## config.mk

```make
export PLATFORM = sky130hd
export DESIGN_NAME = inductor_trimmed_mean_bias
export DESIGN_NICKNAME = d
export VERILOG_FILES = /design/src/hdl/itmb_pkg.sv /design/src/hdl/itmb_div.sv /design/src/hdl/itmb_dp.sv /design/src/hdl/itmb_ctrl.sv /design/src/hdl/inductor_trimmed_mean_bias.sv
export SDC_FILE = /design/constraint.sdc
export NUM_CORES = 1
export LEC_CHECK = 0
export BUFFER_PORTS_ARGS = -buffer_cell sky130_fd_sc_hd__buf_2
export CORE_ASPECT_RATIO = 0.6
export CORE_UTILIZATION = 41
export CTS_CLUSTER_DIAMETER = 200
export DETAILED_ROUTE_END_ITERATION = 8
export MAX_ROUTING_LAYER = met4
export REMOVE_ABC_BUFFERS = 1
export SETUP_SLACK_MARGIN = 0.5
export SLEW_MARGIN = 5
export SYNTH_ARGS = -nofsm -noshare
export SYNTH_HDL_FRONTEND = slang
export SYNTH_SLANG_ARGS = --single-unit
```

## constraint.sdc

```tcl
create_clock -name clk_i -period 11.1 [get_ports clk_i]
set_input_delay 0.555 -clock clk_i [delete_from_list [all_inputs] [get_ports clk_i]]
set_output_delay 0.555 -clock clk_i [all_outputs]
set_load 0.01 [all_outputs]
```

## src/hdl/itmb_pkg.sv

```systemverilog
// Shared types and constants for the inductor trimmed-mean bias block.
package itmb_pkg;

  localparam int unsigned NumCh   = 4;
  localparam int unsigned ChW     = $clog2(NumCh);
  localparam int unsigned SampleW = 12;
  localparam int unsigned FsW     = 12;
  localparam int unsigned ClampW  = 7;
  localparam int unsigned BiasW   = 9;
  localparam int unsigned CfgIdxW = 3;
  localparam int unsigned CfgW    = 12;

  // Shared divider: widest dividend is a 12-bit mean times 100.
  localparam int unsigned DivDW   = 19;
  localparam int unsigned DivVW   = 12;

  localparam int unsigned Pct     = 100;
  localparam int unsigned FsReset = 300;
  localparam int unsigned HiReset = 100;
  localparam int unsigned LoReset = 0;

  // Channel slots
  localparam int unsigned ChLeftOuter  = 0;
  localparam int unsigned ChRightOuter = 1;
  localparam int unsigned ChLeftInner  = 2;
  localparam int unsigned ChRightInner = 3;

  typedef enum logic [CfgIdxW-1:0] {
    CFG_FS_LEFT_OUTER  = 3'd0,
    CFG_FS_RIGHT_OUTER = 3'd1,
    CFG_FS_LEFT_INNER  = 3'd2,
    CFG_FS_RIGHT_INNER = 3'd3,
    CFG_CLAMP_HIGH     = 3'd4,
    CFG_CLAMP_LOW      = 3'd5
  } cfg_idx_e;

  typedef enum logic {
    OP_NORM,
    OP_BIAS
  } div_op_e;

  typedef enum logic [3:0] {
    ST_IDLE,
    ST_MEAN,
    ST_NORM_GO,
    ST_NORM_RUN,
    ST_CLAMP,
    ST_BIAS_GO,
    ST_BIAS_RUN,
    ST_PUT
  } state_e;

  typedef struct packed {
    logic           accept;
    logic           div_start;
    div_op_e        op;
    logic [ChW-1:0] ch;
    logic           cap_mean;
    logic           cap_norm;
    logic           cap_clamp;
    logic           load_out;
  } cmd_t;

  typedef struct packed {
    logic last_round;
    logic div_done;
    logic out_busy;
  } sts_t;

endpackage

```

## src/hdl/itmb_div.sv

```systemverilog
// Restoring divider, one quotient bit per cycle.
module itmb_div (
  input  logic                        clk_i,
  input  logic                        rst_ni,
  input  logic                        start_i,
  input  logic [itmb_pkg::DivDW-1:0]  dividend_i,
  input  logic [itmb_pkg::DivVW-1:0]  divisor_i,
  output logic                        done_o,
  output logic [itmb_pkg::DivDW-1:0]  quotient_o
);

  localparam int unsigned DW   = itmb_pkg::DivDW;
  localparam int unsigned VW   = itmb_pkg::DivVW;
  localparam int unsigned CntW = $clog2(DW + 1);

  logic [CntW-1:0] cnt_q;
  logic            done_q;
  logic [VW-1:0]   rem_q;
  logic [DW-1:0]   quo_q;
  logic [VW-1:0]   dvs_q;

  logic [VW:0]     rem_sh;
  logic [VW:0]     rem_sub;
  logic            fits;

  assign rem_sh  = {rem_q, quo_q[DW-1]};
  assign rem_sub = rem_sh - {1'b0, dvs_q};
  assign fits    = rem_sh >= {1'b0, dvs_q};

  always_ff @(posedge clk_i or negedge rst_ni) begin
    if (!rst_ni) begin
      cnt_q  <= '0;
      done_q <= 1'b0;
    end else if (start_i) begin
      cnt_q  <= CntW'(DW);
      done_q <= 1'b0;
    end else if (cnt_q != '0) begin
      cnt_q  <= cnt_q - CntW'(1);
      done_q <= (cnt_q == CntW'(1));
    end else begin
      done_q <= 1'b0;
    end
  end

  always_ff @(posedge clk_i) begin
    if (start_i) begin
      quo_q <= dividend_i;
      rem_q <= '0;
      dvs_q <= divisor_i;
    end else if (cnt_q != '0) begin
      rem_q <= fits ? rem_sub[VW-1:0] : rem_sh[VW-1:0];
      quo_q <= {quo_q[DW-2:0], fits};
    end
  end

  assign done_o     = done_q;
  assign quotient_o = quo_q;

endmodule

```

## src/hdl/itmb_dp.sv

```systemverilog
// Datapath: accumulators, configuration registers, shared divider and result register.
module itmb_dp #(
  parameter int unsigned ROUNDS = 5
) (
  input  logic                                                  clk_i,
  input  logic                                                  rst_ni,
  input  itmb_pkg::cmd_t                                        cmd_i,
  output itmb_pkg::sts_t                                        sts_o,
  input  logic [itmb_pkg::NumCh-1:0][itmb_pkg::SampleW-1:0]     samples_i,
  input  logic                                                  cfg_we_i,
  input  logic [itmb_pkg::CfgIdxW-1:0]                          cfg_index_i,
  input  logic [itmb_pkg::CfgW-1:0]                             cfg_data_i,
  input  logic                                                  out_stall_i,
  output logic                                                  out_valid_o,
  output logic [itmb_pkg::ClampW-1:0]                           norm_left_outer_o,
  output logic [itmb_pkg::ClampW-1:0]                           norm_right_outer_o,
  output logic [itmb_pkg::ClampW-1:0]                           norm_left_inner_o,
  output logic [itmb_pkg::ClampW-1:0]                           norm_right_inner_o,
  output logic [itmb_pkg::ClampW-1:0]                           norm_middle_o,
  output logic signed [itmb_pkg::BiasW-1:0]                     bias_o,
  output logic signed [itmb_pkg::BiasW-1:0]                     steer_error_o,
  output logic                                                  zero_sum_o
);

  localparam int unsigned NumCh = itmb_pkg::NumCh;
  localparam int unsigned SW    = itmb_pkg::SampleW;
  localparam int unsigned CW    = itmb_pkg::ClampW;
  localparam int unsigned DW    = itmb_pkg::DivDW;
  localparam int unsigned VW    = itmb_pkg::DivVW;
  localparam int unsigned BW    = itmb_pkg::BiasW;
  localparam int unsigned RcW   = $clog2(ROUNDS);
  localparam int unsigned SumW  = $clog2(ROUNDS) + SW;

  // Trimmed mean by reciprocal multiply: rest < 2**SumW and the divisor is
  // below 16, so a ceiling reciprocal with four extra fraction bits is exact.
  localparam int unsigned MeanDiv = ROUNDS - 2;
  localparam int unsigned RecipS  = SumW + 4;
  localparam int unsigned RecipW  = RecipS + 1;
  localparam int unsigned Recip   = ((1 << RecipS) + MeanDiv - 1) / MeanDiv;
  localparam int unsigned ProdW   = SumW + RecipW;

  function automatic logic [CW-1:0] clamp_fn(input logic [DW:0] v,
                                             input logic [CW-1:0] hi,
                                             input logic [CW-1:0] lo);
    logic [CW-1:0] r;
    if (v >= (DW+1)'(hi)) begin
      r = hi;
    end else if (v <= (DW+1)'(lo)) begin
      r = lo;
    end else begin
      r = v[CW-1:0];
    end
    return r;
  endfunction

  // configuration
  logic [itmb_pkg::FsW-1:0] fs_q [NumCh];
  logic [CW-1:0]            hi_q;
  logic [CW-1:0]            lo_q;

  always_ff @(posedge clk_i or negedge rst_ni) begin
    if (!rst_ni) begin
      for (int i = 0; i < NumCh; i++) begin
        fs_q[i] <= itmb_pkg::FsW'(itmb_pkg::FsReset);
      end
      hi_q <= CW'(itmb_pkg::HiReset);
      lo_q <= CW'(itmb_pkg::LoReset);
    end else if (cfg_we_i) begin
      unique case (cfg_index_i)
        itmb_pkg::CFG_FS_LEFT_OUTER:  fs_q[itmb_pkg::ChLeftOuter]  <= cfg_data_i;
        itmb_pkg::CFG_FS_RIGHT_OUTER: fs_q[itmb_pkg::ChRightOuter] <= cfg_data_i;
        itmb_pkg::CFG_FS_LEFT_INNER:  fs_q[itmb_pkg::ChLeftInner]  <= cfg_data_i;
        itmb_pkg::CFG_FS_RIGHT_INNER: fs_q[itmb_pkg::ChRightInner] <= cfg_data_i;
        itmb_pkg::CFG_CLAMP_HIGH:     hi_q <= cfg_data_i[CW-1:0];
        itmb_pkg::CFG_CLAMP_LOW:      lo_q <= cfg_data_i[CW-1:0];
        default: ;
      endcase
    end
  end

  // round accumulation
  logic [RcW-1:0]  rc_q;
  logic            first_round;
  logic            last_round;
  logic [SumW-1:0] sum_q [NumCh];
  logic [SW-1:0]   max_q [NumCh];
  logic [SW-1:0]   min_q [NumCh];

  assign first_round = (rc_q == '0);
  assign last_round  = (rc_q == RcW'(ROUNDS - 1));

  always_ff @(posedge clk_i or negedge rst_ni) begin
    if (!rst_ni) begin
      rc_q <= '0;
    end else if (cmd_i.accept) begin
      rc_q <= last_round ? '0 : rc_q + RcW'(1);
    end
  end

  always_ff @(posedge clk_i) begin
    if (cmd_i.accept) begin
      for (int i = 0; i < NumCh; i++) begin
        if (first_round) begin
          sum_q[i] <= SumW'(samples_i[i]);
          max_q[i] <= samples_i[i];
          min_q[i] <= samples_i[i];
        end else begin
          sum_q[i] <= sum_q[i] + SumW'(samples_i[i]);
          if (samples_i[i] > max_q[i]) max_q[i] <= samples_i[i];
          if (samples_i[i] < min_q[i]) min_q[i] <= samples_i[i];
        end
      end
    end
  end

  // divider operands
  logic [SW:0]      trim;
  logic [SumW-1:0]  sum_sel;
  logic [SumW-1:0]  rest;
  logic [ProdW-1:0] mean_prod;
  logic [SW-1:0]    mean_q [NumCh];
  logic [DW-1:0]    norm_q [NumCh];
  logic [VW-1:0]    fs_sel;
  logic [CW-1:0]    cl_q [NumCh];
  logic [CW-1:0]    mid_q;
  logic [CW:0]      lsum;
  logic [CW:0]      rsum;
  logic [CW+1:0]    total;
  logic             neg;
  logic [CW:0]      diff;

  logic            div_done;
  logic [DW-1:0]   quotient;
  logic [DW-1:0]   dividend;
  logic [VW-1:0]   divisor;

  assign sum_sel   = sum_q[cmd_i.ch];
  assign trim      = {1'b0, max_q[cmd_i.ch]} + {1'b0, min_q[cmd_i.ch]};
  assign rest      = (sum_sel >= SumW'(trim)) ? sum_sel - SumW'(trim) : '0;
  assign mean_prod = ProdW'(rest) * ProdW'(Recip);
  assign fs_sel    = (fs_q[cmd_i.ch] == '0) ? VW'(1) : VW'(fs_q[cmd_i.ch]);

  assign lsum  = {1'b0, cl_q[itmb_pkg::ChLeftOuter]} + {1'b0, cl_q[itmb_pkg::ChLeftInner]};
  assign rsum  = {1'b0, cl_q[itmb_pkg::ChRightOuter]} + {1'b0, cl_q[itmb_pkg::ChRightInner]};
  assign total = {1'b0, lsum} + {1'b0, rsum};
  assign neg   = lsum < rsum;
  assign diff  = neg ? rsum - lsum : lsum - rsum;

  always_comb begin
    unique case (cmd_i.op)
      itmb_pkg::OP_NORM: begin
        dividend = DW'(mean_q[cmd_i.ch]) * DW'(itmb_pkg::Pct);
        divisor  = fs_sel;
      end
      itmb_pkg::OP_BIAS: begin
        dividend = DW'(diff) * DW'(itmb_pkg::Pct);
        divisor  = VW'(total);
      end
    endcase
  end

  itmb_div u_div (
    .clk_i      (clk_i),
    .rst_ni     (rst_ni),
    .start_i    (cmd_i.div_start),
    .dividend_i (dividend),
    .divisor_i  (divisor),
    .done_o     (div_done),
    .quotient_o (quotient)
  );

  always_ff @(posedge clk_i) begin
    if (cmd_i.cap_mean) mean_q[cmd_i.ch] <= mean_prod[RecipS +: SW];
    if (cmd_i.cap_norm) norm_q[cmd_i.ch] <= quotient;
    if (cmd_i.cap_clamp) begin
      for (int i = 0; i < NumCh; i++) begin
        cl_q[i] <= clamp_fn({1'b0, norm_q[i]}, hi_q, lo_q);
      end
      // middle value uses the inner values before clamping
      mid_q <= clamp_fn({1'b0, norm_q[itmb_pkg::ChLeftInner]}
                        + {1'b0, norm_q[itmb_pkg::ChRightInner]}, hi_q, lo_q);
    end
  end

  // result register
  logic          out_valid_q;
  logic          zero_sum;
  logic [BW-1:0] two_t;
  logic [BW-1:0] neg_two_t;

  assign zero_sum  = (total == '0);
  assign two_t     = zero_sum ? '0 : {1'b0, quotient[CW-1:0], 1'b0};
  assign neg_two_t = BW'(0) - two_t;

  always_ff @(posedge clk_i or negedge rst_ni) begin
    if (!rst_ni) begin
      out_valid_q <= 1'b0;
    end else if (cmd_i.load_out) begin
      out_valid_q <= 1'b1;
    end else if (!out_stall_i) begin
      out_valid_q <= 1'b0;
    end
  end

  always_ff @(posedge clk_i) begin
    if (cmd_i.load_out) begin
      norm_left_outer_o  <= cl_q[itmb_pkg::ChLeftOuter];
      norm_right_outer_o <= cl_q[itmb_pkg::ChRightOuter];
      norm_left_inner_o  <= cl_q[itmb_pkg::ChLeftInner];
      norm_right_inner_o <= cl_q[itmb_pkg::ChRightInner];
      norm_middle_o      <= mid_q;
      bias_o             <= neg ? neg_two_t : two_t;
      steer_error_o      <= neg ? two_t : neg_two_t;
      zero_sum_o         <= zero_sum;
    end
  end

  assign out_valid_o     = out_valid_q;
  assign sts_o.last_round = last_round;
  assign sts_o.div_done   = div_done;
  assign sts_o.out_busy   = out_valid_q && out_stall_i;

endmodule

```

## src/hdl/itmb_ctrl.sv

```systemverilog
// Controller: sequences accumulation, the means, the five divisions and the result transfer.
module itmb_ctrl (
  input  logic           clk_i,
  input  logic           rst_ni,
  input  logic           in_valid_i,
  output logic           in_stall_o,
  input  itmb_pkg::sts_t sts_i,
  output itmb_pkg::cmd_t cmd_o
);

  localparam int unsigned ChW = itmb_pkg::ChW;

  itmb_pkg::state_e state_q, state_d;
  logic [ChW-1:0]   ch_q, ch_d;
  logic             last_ch;

  assign last_ch = (ch_q == ChW'(itmb_pkg::NumCh - 1));

  always_ff @(posedge clk_i or negedge rst_ni) begin
    if (!rst_ni) begin
      state_q <= itmb_pkg::ST_IDLE;
      ch_q    <= '0;
    end else begin
      state_q <= state_d;
      ch_q    <= ch_d;
    end
  end

  always_comb begin
    state_d = state_q;
    ch_d    = ch_q;
    unique case (state_q)
      itmb_pkg::ST_IDLE: begin
        if (in_valid_i && sts_i.last_round) begin
          state_d = itmb_pkg::ST_MEAN;
          ch_d    = '0;
        end
      end
      itmb_pkg::ST_MEAN: begin
        ch_d    = last_ch ? '0 : ch_q + ChW'(1);
        state_d = last_ch ? itmb_pkg::ST_NORM_GO : itmb_pkg::ST_MEAN;
      end
      itmb_pkg::ST_NORM_GO: state_d = itmb_pkg::ST_NORM_RUN;
      itmb_pkg::ST_NORM_RUN: begin
        if (sts_i.div_done) begin
          ch_d    = last_ch ? '0 : ch_q + ChW'(1);
          state_d = last_ch ? itmb_pkg::ST_CLAMP : itmb_pkg::ST_NORM_GO;
        end
      end
      itmb_pkg::ST_CLAMP:   state_d = itmb_pkg::ST_BIAS_GO;
      itmb_pkg::ST_BIAS_GO: state_d = itmb_pkg::ST_BIAS_RUN;
      itmb_pkg::ST_BIAS_RUN: begin
        if (sts_i.div_done) state_d = itmb_pkg::ST_PUT;
      end
      itmb_pkg::ST_PUT: begin
        // hold until the result register is free or drains this cycle
        if (!sts_i.out_busy) state_d = itmb_pkg::ST_IDLE;
      end
      default: state_d = itmb_pkg::ST_IDLE;
    endcase
  end

  always_comb begin
    cmd_o      = '0;
    cmd_o.op   = itmb_pkg::OP_NORM;
    cmd_o.ch   = ch_q;
    in_stall_o = 1'b1;
    unique case (state_q)
      itmb_pkg::ST_IDLE: begin
        in_stall_o   = 1'b0;
        cmd_o.accept = in_valid_i;
      end
      itmb_pkg::ST_MEAN: begin
        cmd_o.cap_mean = 1'b1;
      end
      itmb_pkg::ST_NORM_GO: begin
        cmd_o.op        = itmb_pkg::OP_NORM;
        cmd_o.div_start = 1'b1;
      end
      itmb_pkg::ST_NORM_RUN: begin
        cmd_o.op       = itmb_pkg::OP_NORM;
        cmd_o.cap_norm = sts_i.div_done;
      end
      itmb_pkg::ST_CLAMP: begin
        cmd_o.cap_clamp = 1'b1;
      end
      itmb_pkg::ST_BIAS_GO: begin
        cmd_o.op        = itmb_pkg::OP_BIAS;
        cmd_o.div_start = 1'b1;
      end
      itmb_pkg::ST_BIAS_RUN: begin
        cmd_o.op = itmb_pkg::OP_BIAS;
      end
      itmb_pkg::ST_PUT: begin
        cmd_o.op       = itmb_pkg::OP_BIAS;
        cmd_o.load_out = !sts_i.out_busy;
      end
      default: ;
    endcase
  end

endmodule

```

## src/hdl/inductor_trimmed_mean_bias.sv

```systemverilog
// Top level of the inductor trimmed-mean bias block.
//
//  channel | direction  | handshake               | payload
//  --------+------------+-------------------------+--------------------------------------------
//  in      | to block   | in_valid_i/in_stall_o   | four 12-bit samples, one round per transfer
//  out     | from block | out_valid_o/out_stall_i | five 7-bit values, bias, steer error, flag
//  cfg     | to block   | cfg_valid_i/cfg_ready_o | 3-bit register index, 12-bit data
//
// A round that is not the last of a batch is only accumulated, and the block stays ready. The last
// round is accepted, then the trimmed means of the four channels are formed in turn (reciprocal
// multiply), five divisions run through one 19-bit restoring divider: four scalings, a clamp, then
// one ratio and, once the result register is free, its load before the next round is taken.
// Reset clears the round count, the controller and the result valid; configuration
// registers return to their defaults. A stalled result is held while new rounds accumulate.
module inductor_trimmed_mean_bias #(
  parameter int unsigned ROUNDS = 5
) (
  input  logic                                  clk_i,
  input  logic                                  rst_ni,
  input  logic                                  in_valid_i,
  output logic                                  in_stall_o,
  input  logic [itmb_pkg::SampleW-1:0]          sample_left_outer_i,
  input  logic [itmb_pkg::SampleW-1:0]          sample_right_outer_i,
  input  logic [itmb_pkg::SampleW-1:0]          sample_left_inner_i,
  input  logic [itmb_pkg::SampleW-1:0]          sample_right_inner_i,
  output logic                                  out_valid_o,
  input  logic                                  out_stall_i,
  output logic [itmb_pkg::ClampW-1:0]           norm_left_outer_o,
  output logic [itmb_pkg::ClampW-1:0]           norm_right_outer_o,
  output logic [itmb_pkg::ClampW-1:0]           norm_left_inner_o,
  output logic [itmb_pkg::ClampW-1:0]           norm_right_inner_o,
  output logic [itmb_pkg::ClampW-1:0]           norm_middle_o,
  output logic signed [itmb_pkg::BiasW-1:0]     bias_o,
  output logic signed [itmb_pkg::BiasW-1:0]     steer_error_o,
  output logic                                  zero_sum_o,
  input  logic                                  cfg_valid_i,
  output logic                                  cfg_ready_o,
  input  logic [itmb_pkg::CfgIdxW-1:0]          cfg_index_i,
  input  logic [itmb_pkg::CfgW-1:0]             cfg_data_i
);

  itmb_pkg::cmd_t cmd;
  itmb_pkg::sts_t sts;
  logic [itmb_pkg::NumCh-1:0][itmb_pkg::SampleW-1:0] samples;

  assign samples[itmb_pkg::ChLeftOuter]  = sample_left_outer_i;
  assign samples[itmb_pkg::ChRightOuter] = sample_right_outer_i;
  assign samples[itmb_pkg::ChLeftInner]  = sample_left_inner_i;
  assign samples[itmb_pkg::ChRightInner] = sample_right_inner_i;

  // the user must write registers only while idle; the block does not enforce it, so always take the transfer
  assign cfg_ready_o = 1'b1;

  itmb_ctrl u_ctrl (
    .clk_i      (clk_i),
    .rst_ni     (rst_ni),
    .in_valid_i (in_valid_i),
    .in_stall_o (in_stall_o),
    .sts_i      (sts),
    .cmd_o      (cmd)
  );

  itmb_dp #(
    .ROUNDS (ROUNDS)
  ) u_dp (
    .clk_i              (clk_i),
    .rst_ni             (rst_ni),
    .cmd_i              (cmd),
    .sts_o              (sts),
    .samples_i          (samples),
    .cfg_we_i           (cfg_valid_i && cfg_ready_o),
    .cfg_index_i        (cfg_index_i),
    .cfg_data_i         (cfg_data_i),
    .out_stall_i        (out_stall_i),
    .out_valid_o        (out_valid_o),
    .norm_left_outer_o  (norm_left_outer_o),
    .norm_right_outer_o (norm_right_outer_o),
    .norm_left_inner_o  (norm_left_inner_o),
    .norm_right_inner_o (norm_right_inner_o),
    .norm_middle_o      (norm_middle_o),
    .bias_o             (bias_o),
    .steer_error_o      (steer_error_o),
    .zero_sum_o         (zero_sum_o)
  );

endmodule

```

==> impl_metrics.json, run 1 <==
{
  "cts_tree": "yes",
  "grt_pass1_vias": 22361,
  "fin_util_pct": 46.2,
  "p_leak_nw": 16.5,
  "cp_common_cell": "ha_1",
  "fin_setup_tns_ps": 0,
  "crit_start": "u_ctrl.ch_q[0]",
  "first_pass_iters": 5,
  "dp_hpwl_mm": 69.7,
  "fin_total_pwr_w": 0.00429,
  "period_minus_slack_ps": 10170,
  "netlist-cell-type-count": 86,
  "die_height_um": 227,
  "hold_viol_final": 0,
  "nFillCells": 7577,
  "grt_max_degree": 66,
  "gp_congestion": 0.927,
  "htreeDepth": 2,
  "drive_gt1_share_pct": 14.3,
  "core_area_um2": 83400,
  "regArea_um2": 14100,
  "wl_per_cell_um": 20.5,
  "max_freq_mhz": 98.3,
  "slew_violations": 0,
  "grtUsageTotal_pct": 21.8,
  "start_util_pct": 41.4,
  "syn_inst": 3062,
  "period_share_pct": 91.6,
  "slew_headroom_pct": 23.0,
  "insertion_delay_ps": 610,
  "worstHoldStart": "sample_left_outer_i[0]",
  "synth_ff_type": "edfxtp_1",
  "p_clk_share_pct": 42.3,
  "std_cell_rows": 82,
  "synth_seq_area_share_pct": 40.9,
  "dieWidth_um": 377,
  "critPathMaxFanout": 7,
  "clk_pin_slew_worst_paths_ps": 70,
  "critPathSlowestCell": "fa_2",
  "reg2reg_slack_ps": 930,
  "multiInputGateArea_um2": 19000,
  "io_pins": 125,
  "postRouteAntennaNets": 0,
  "drt_iter0_drc": 1986,
  "max_stage_delay_ps": 580,
  "antenna_found_initial": 6,
  "io_buffers": 121,
  "crit_required_ps": 11430,
  "via_count": 23676,
  "rsz0062_at_grt": "no",
  "design_area_um2": 38600,
  "place_inst": 4272,
  "p_sw_w": 0.00102,
  "ys_warn_count": 0,
  "power.share.sequential_pct": 48.4,
  "powerDensity_nw_per_um2": 111,
  "syn-cell-area_um2": 34500,
  "design.die.area_um2": 85400,
  "avgSynthCellArea_um2": 11.3,
  "cts_root_buf": "clkbuf_16",
  "peakVddDrop_uv": 98.8,
  "grt_pass1_wl_mm": 138,
  "avgViaCountPerCell": 5.41,
  "clockBufferDepth": 3,
  "stdcell_count": 4373,
  "skew_ps": 20.3,
  "status": "finished, final reports clean",
  "drc": 0,
  "crit_path_end_kind": "register",
  "ys_ff_latch": 486,
  "place_area_um2": 36600,
  "cap_violations": 0,
  "path_class": "register to register",
  "area_growth_pct": 11.7,
  "layout.nets": 3835,
  "synth_edf_count": 397,
  "cp-start-kind": "register",
  "swShare_pct": 23.9,
  "wl_mm": 89.7,
  "hp-class": "input port to register",
  "setup_viol": 0,
  "r2r_start": "u_ctrl.ch_q[0]",
  "internal-power_w": 0.00326,
  "worstPathArrival_ps": 10500,
  "async_flop_share_pct": 15.8,
  "comb_power_share_pct": 9.2,
  "overflow": 0,
  "cts_sinks": 486,
  "tightest_slew_ps": 1150,
  "cts_made_buffers": 50
}
[per-layer routing]
layer,up-vias,track usage (%),routed length [um]
met2,736,25.6,31600
met5,-,-,0
met3,78,7.50,9900
met1,11465,34.7,47100
met4,0,3.46,1070
li1,11397,-,-
[state kept, by name, summed over array words and instances, names as in the netlist, 8 cells and up]
register	cells
u_dp.norm_q	76
u_dp.sum_q	60
u_dp.fs_q	48
u_dp.max_q	48
u_dp.mean_q	48
u_dp.min_q	48
u_dp.cl_q	28
u_dp.u_div.quotient_o	19
u_dp.u_div.dvs_q	12
u_dp.u_div.rem_q	12
u_dp.steer_error_o	8
[cells in the mapped netlist, drive strengths merged (8+ instances only)]
master,count,area (um2)
a211o,12,105
a211oi,30,230
a21o,68,510
a21oi,181,910
a22o,8,70.1
a31oi,15,93.8
and2,23,144
and3,12,75.1
buf,28,131
clkbuf,47,176
dfrtp,58,1450
dfstp,19,499
dfxtp,12,240
edfxtp,397,11900
fa,90,1800
ha,481,6020
inv,364,1370
mux2,67,758
mux2i,51,510
mux4,63,1420
nand2,164,616
nand2b,29,181
nand3,28,140
nand4,24,150
nor2,165,619
nor2b,47,294
nor3,60,300
nor3b,8,60.1
nor4,23,159
o211ai,10,75.1
o21a,26,195
o21ai,144,724
o21bai,31,233
o31ai,21,158
or2,16,100
xnor2,72,631
xor2,65,569
[power by group through the flow]
stage | logic, W | clock network [W] | registers [W]
5_1_grt | 0.000445 | 0.00192 | 0.00208
4_1_cts | 0.000394 | 0.00185 | 0.00207
6_report | 0.000396 | 0.00181 | 0.00208
3_3_place_gp | 0.000384 | 0 | 0.00211
3_5_place_dp | 0.000391 | 0 | 0.00211
2_1_floorplan | 0.000263 | 0 | 0.00209
[layout make-up]
| cell class | count | share of cell area [%] |
|---|---|---|
| clock buffers | 70 | 3.85 |
| repair buffers | 156 | 2.29 |
| well taps | 1134 | 3.68 |
| clock inverters | 24 | 0.737 |
| flip-flops and latches | 486 | 36.6 |
| multi-input cells | 2137 | 49.3 |
| diodes | 1 | 0.00649 |
| inverters | 365 | 3.55 |
[logic make-up (layout without fill, tap and decap cells)]
family	after synthesis	count (layout)	share of synthesized area (%)
AO/OA/AOI/OAI	620	620	11.5
XOR/XNOR	137	137	3.47
adder cells (fa/ha/maj)	571	571	22.6
buffers and inverters	440	615	4.86
flip-flops	486	486	40.9
multiplexers	181	181	7.78
other	2	4	0.0217
AND/OR/NAND/NOR	625	625	8.83
[critical path, delay by kind of cell, from the launching register on]
family	cells	cell delay [ps]
adders and majority gates	10	4050
AOI/OAI and AO/OA	17	3430
buffers and inverters	6	580
and+or+nand+nor	4	520
muxes	1	510
DFF	1	490
xor gates and xnor gates	2	260
[repair_timing]
item,CTS,global route
hold buffers,1,0
setup endpoints to repair,16,40
pin swaps,0,7
gates cloned,0,1
gates resized for setup,2,28
hold endpoints to repair,20,0
buffers inserted,0,4
[layout by cell type (no fill, tap or decap), drive strengths merged, types with 8 or more instances in the layout]
cell and n:
nand2b 29, nand3 28, a21oi 181, a22o 8, nand2 164, nor3 60, a21o 68, nor4 23
fa 90, buf 155, edfxtp 397, o21a 26, a211oi 30, ha 481, nor3b 8, xor2 65
and3 12, dfstp 19, or2 16, mux2 67, dfxtp 12, nor2 165, nor2b 47, xnor2 72
o21bai 31, o31ai 21, a211o 12, clkbuf 70, dfrtp 58, nand4 24, o21ai 144, o211ai 10
mux2i 51, mux4 63, inv 368, a31oi 15, clkinv 13, and2 23
[final timing paths]
check / end / depth (start not counted)
worst min register to register: u_dp.norm_middle_o[0] / 0
worst max register to register: u_dp.mean_q[0][11] / 40
min in group asynchronous: u_dp.out_valid_o / 2
max in group asynchronous: u_dp.fs_q[21] / 3
worst min-delay path: u_dp.min_q[0][0] / 1
worst max-delay path: u_dp.mean_q[0][11] / 40
[metrics by stage]
step / hold WS [ps] / setup slack [ps]
after floorplan: 259 / -921
after global placement: 402 / 446
after detailed placement: 408 / 298
after CTS: 187 / 504
after global routing: 210 / 464
final: 224 / 927
Power figures use the tool's default switching activity.
==> inputs of run 2 (changes only) <==
REMOVE_ABC_BUFFERS = unset   (was 1)
==> impl_metrics.json, run 2 (synthesis gave the netlist of run 1 again) <==
{
  "fin_setup_tns_ps": 0,
  "cp_common_cell": "fa_1",
  "drt_iter0_drc": 2068,
  "worst_slack_ps": 920,
  "slew_violations": 0,
  "largestRegisters": "u_dp.norm_q (76), u_dp.sum_q (60)",
  "cp-start-kind": "register",
  "first_pass_iters": 6,
  "rsz0062_at_grt": "no",
  "crit_buf_inv": 5,
  "cts_root_buf": "clkbuf_16",
  "design_area_um2": 38400,
  "drc": 0,
  "area_growth_pct": 11.2,
  "max_stage_delay_ps": 570,
  "layout.nets": 3834,
  "p_leak_nw": 16.5,
  "path_class": "register to register",
  "std_cell_rows": 82,
  "top_register": "u_dp.norm_q",
  "avgViaCountPerCell": 5.42,
  "worstPathArrival_ps": 10500,
  "htreeDepth": 2,
  "pre_cts_ws_ps": 273,
  "crit_family": "adder cells",
  "grt_pass1_wl_mm": 137,
  "nFillCells": 7697,
  "io_buffers": 121,
  "clk_pin_slew_worst_paths_ps": 70,
  "whs_ps": 202,
  "period_minus_slack_ps": 10180,
  "hold_viol_final": 0,
  "regArea_um2": 14100,
  "place_area_um2": 36600,
  "cap_violations": 0,
  "hp-class": "input port to register",
  "wl_per_cell_um": 20.5,
  "peakVddDrop_uv": 99.3,
  "antenna_found_initial": 2,
  "critPathSlowestCell": "fa_2",
  "drive_gt1_share_pct": 13.9,
  "multiInputGateArea_um2": 19000,
  "die_height_um": 227,
  "cts_sinks": 486,
  "largest_reg_flops": 76,
  "crit_path_end_kind": "register",
  "grt_pass1_vias": 22322,
  "grtUsageTotal_pct": 21.7,
  "crit_required_ps": 11420,
  "mostFrequentLayoutCell": "ha_1",
  "wl_mm": 89.4,
  "powerDensity_nw_per_um2": 110,
  "slew_headroom_pct": 17.5,
  "period_share_pct": 91.7,
  "dp_hpwl_mm": 69.6,
  "final_cell_mix": "481 x ha_1, 397 x edfxtp_1, 364 x inv_1",
  "start_util_pct": 41.4,
  "cts_tree": "yes",
  "setup_viol": 0,
  "postRouteAntennaNets": 0,
  "grt_max_degree": 67,
  "tightest_slew_ps": 1240,
  "design.die.area_um2": 85400,
  "skew_ps": 28.1,
  "fin_util_pct": 46.1,
  "core_area_um2": 83400,
  "status": "finished, final reports clean",
  "dieWidth_um": 377,
  "gp_congestion": 0.924,
  "cts_made_buffers": 51,
  "max_freq_mhz": 98.2,
  "clockBufferDepth": 3,
  "io_pins": 125,
  "insertion_delay_ps": 620,
  "overflow": 0,
  "critPathMaxFanout": 8,
  "via_count": 23703
}
-- run 2: power by group --
group	internal [W]	switching, W
sequential	0.00203	0.0000519
combinational	0.000177	0.000220
clock	0.000981	0.000773
-- run 2: per-stage QoR --
step / std cells / power [W]
floorplan: 3063 / 0.00236
global placement: 4271 / 0.00250
detailed placement: 4271 / 0.00251
CTS: 4367 / 0.00427
global route: 4372 / 0.00439
finish: 4372 / 0.00423
-- run 2: worst paths after layout --
check,from,end,slack (ps),depth (start not counted)
max,u_ctrl.ch_q[0],u_dp.mean_q[0][11],920,39
min,sample_right_outer_i[0],u_dp.min_q[1][0],200,1
max reg2reg,u_ctrl.ch_q[0],u_dp.mean_q[0][11],920,39
min reg2reg,u_dp.mid_q[2],u_dp.norm_middle_o[2],420,0
max in group asynchronous,rst_ni,u_ctrl.ch_q[0],9500,3
min in group asynchronous,rst_ni,u_dp.fs_q[19],320,2
-- run 2: routing by layer --
metal	up-vias	part of all wire (%)	GRT usage, %
li1	11407	-	-
met1	11475	52	35.0
met2	749	35	25.4
met3	72	11	6.89
met4	0	1.2	3.63
met5	-	0	-
-- run 2: what timing repair did --
item / 4_1_cts / 5_1_grt
setup buffers: 0 / 4
setup endpoints to repair: 20 / 40
pin swaps: 0 / 9
hold buffers: 1 / 0
hold endpoints to repair: 13 / 0
resized for setup: 4 / 21
-- run 2: final cells by class --
class | instances | share of cell area, %
Antenna cell | 1 | 0.00651
Clock buffer | 62 | 3.48
Clock inverter | 33 | 0.860
Inverter | 365 | 3.57
Multi-Input combinational cell | 2137 | 49.4
Sequential cell | 486 | 36.8
Tap cell | 1134 | 3.69
Timing Repair Buffer | 154 | 2.27
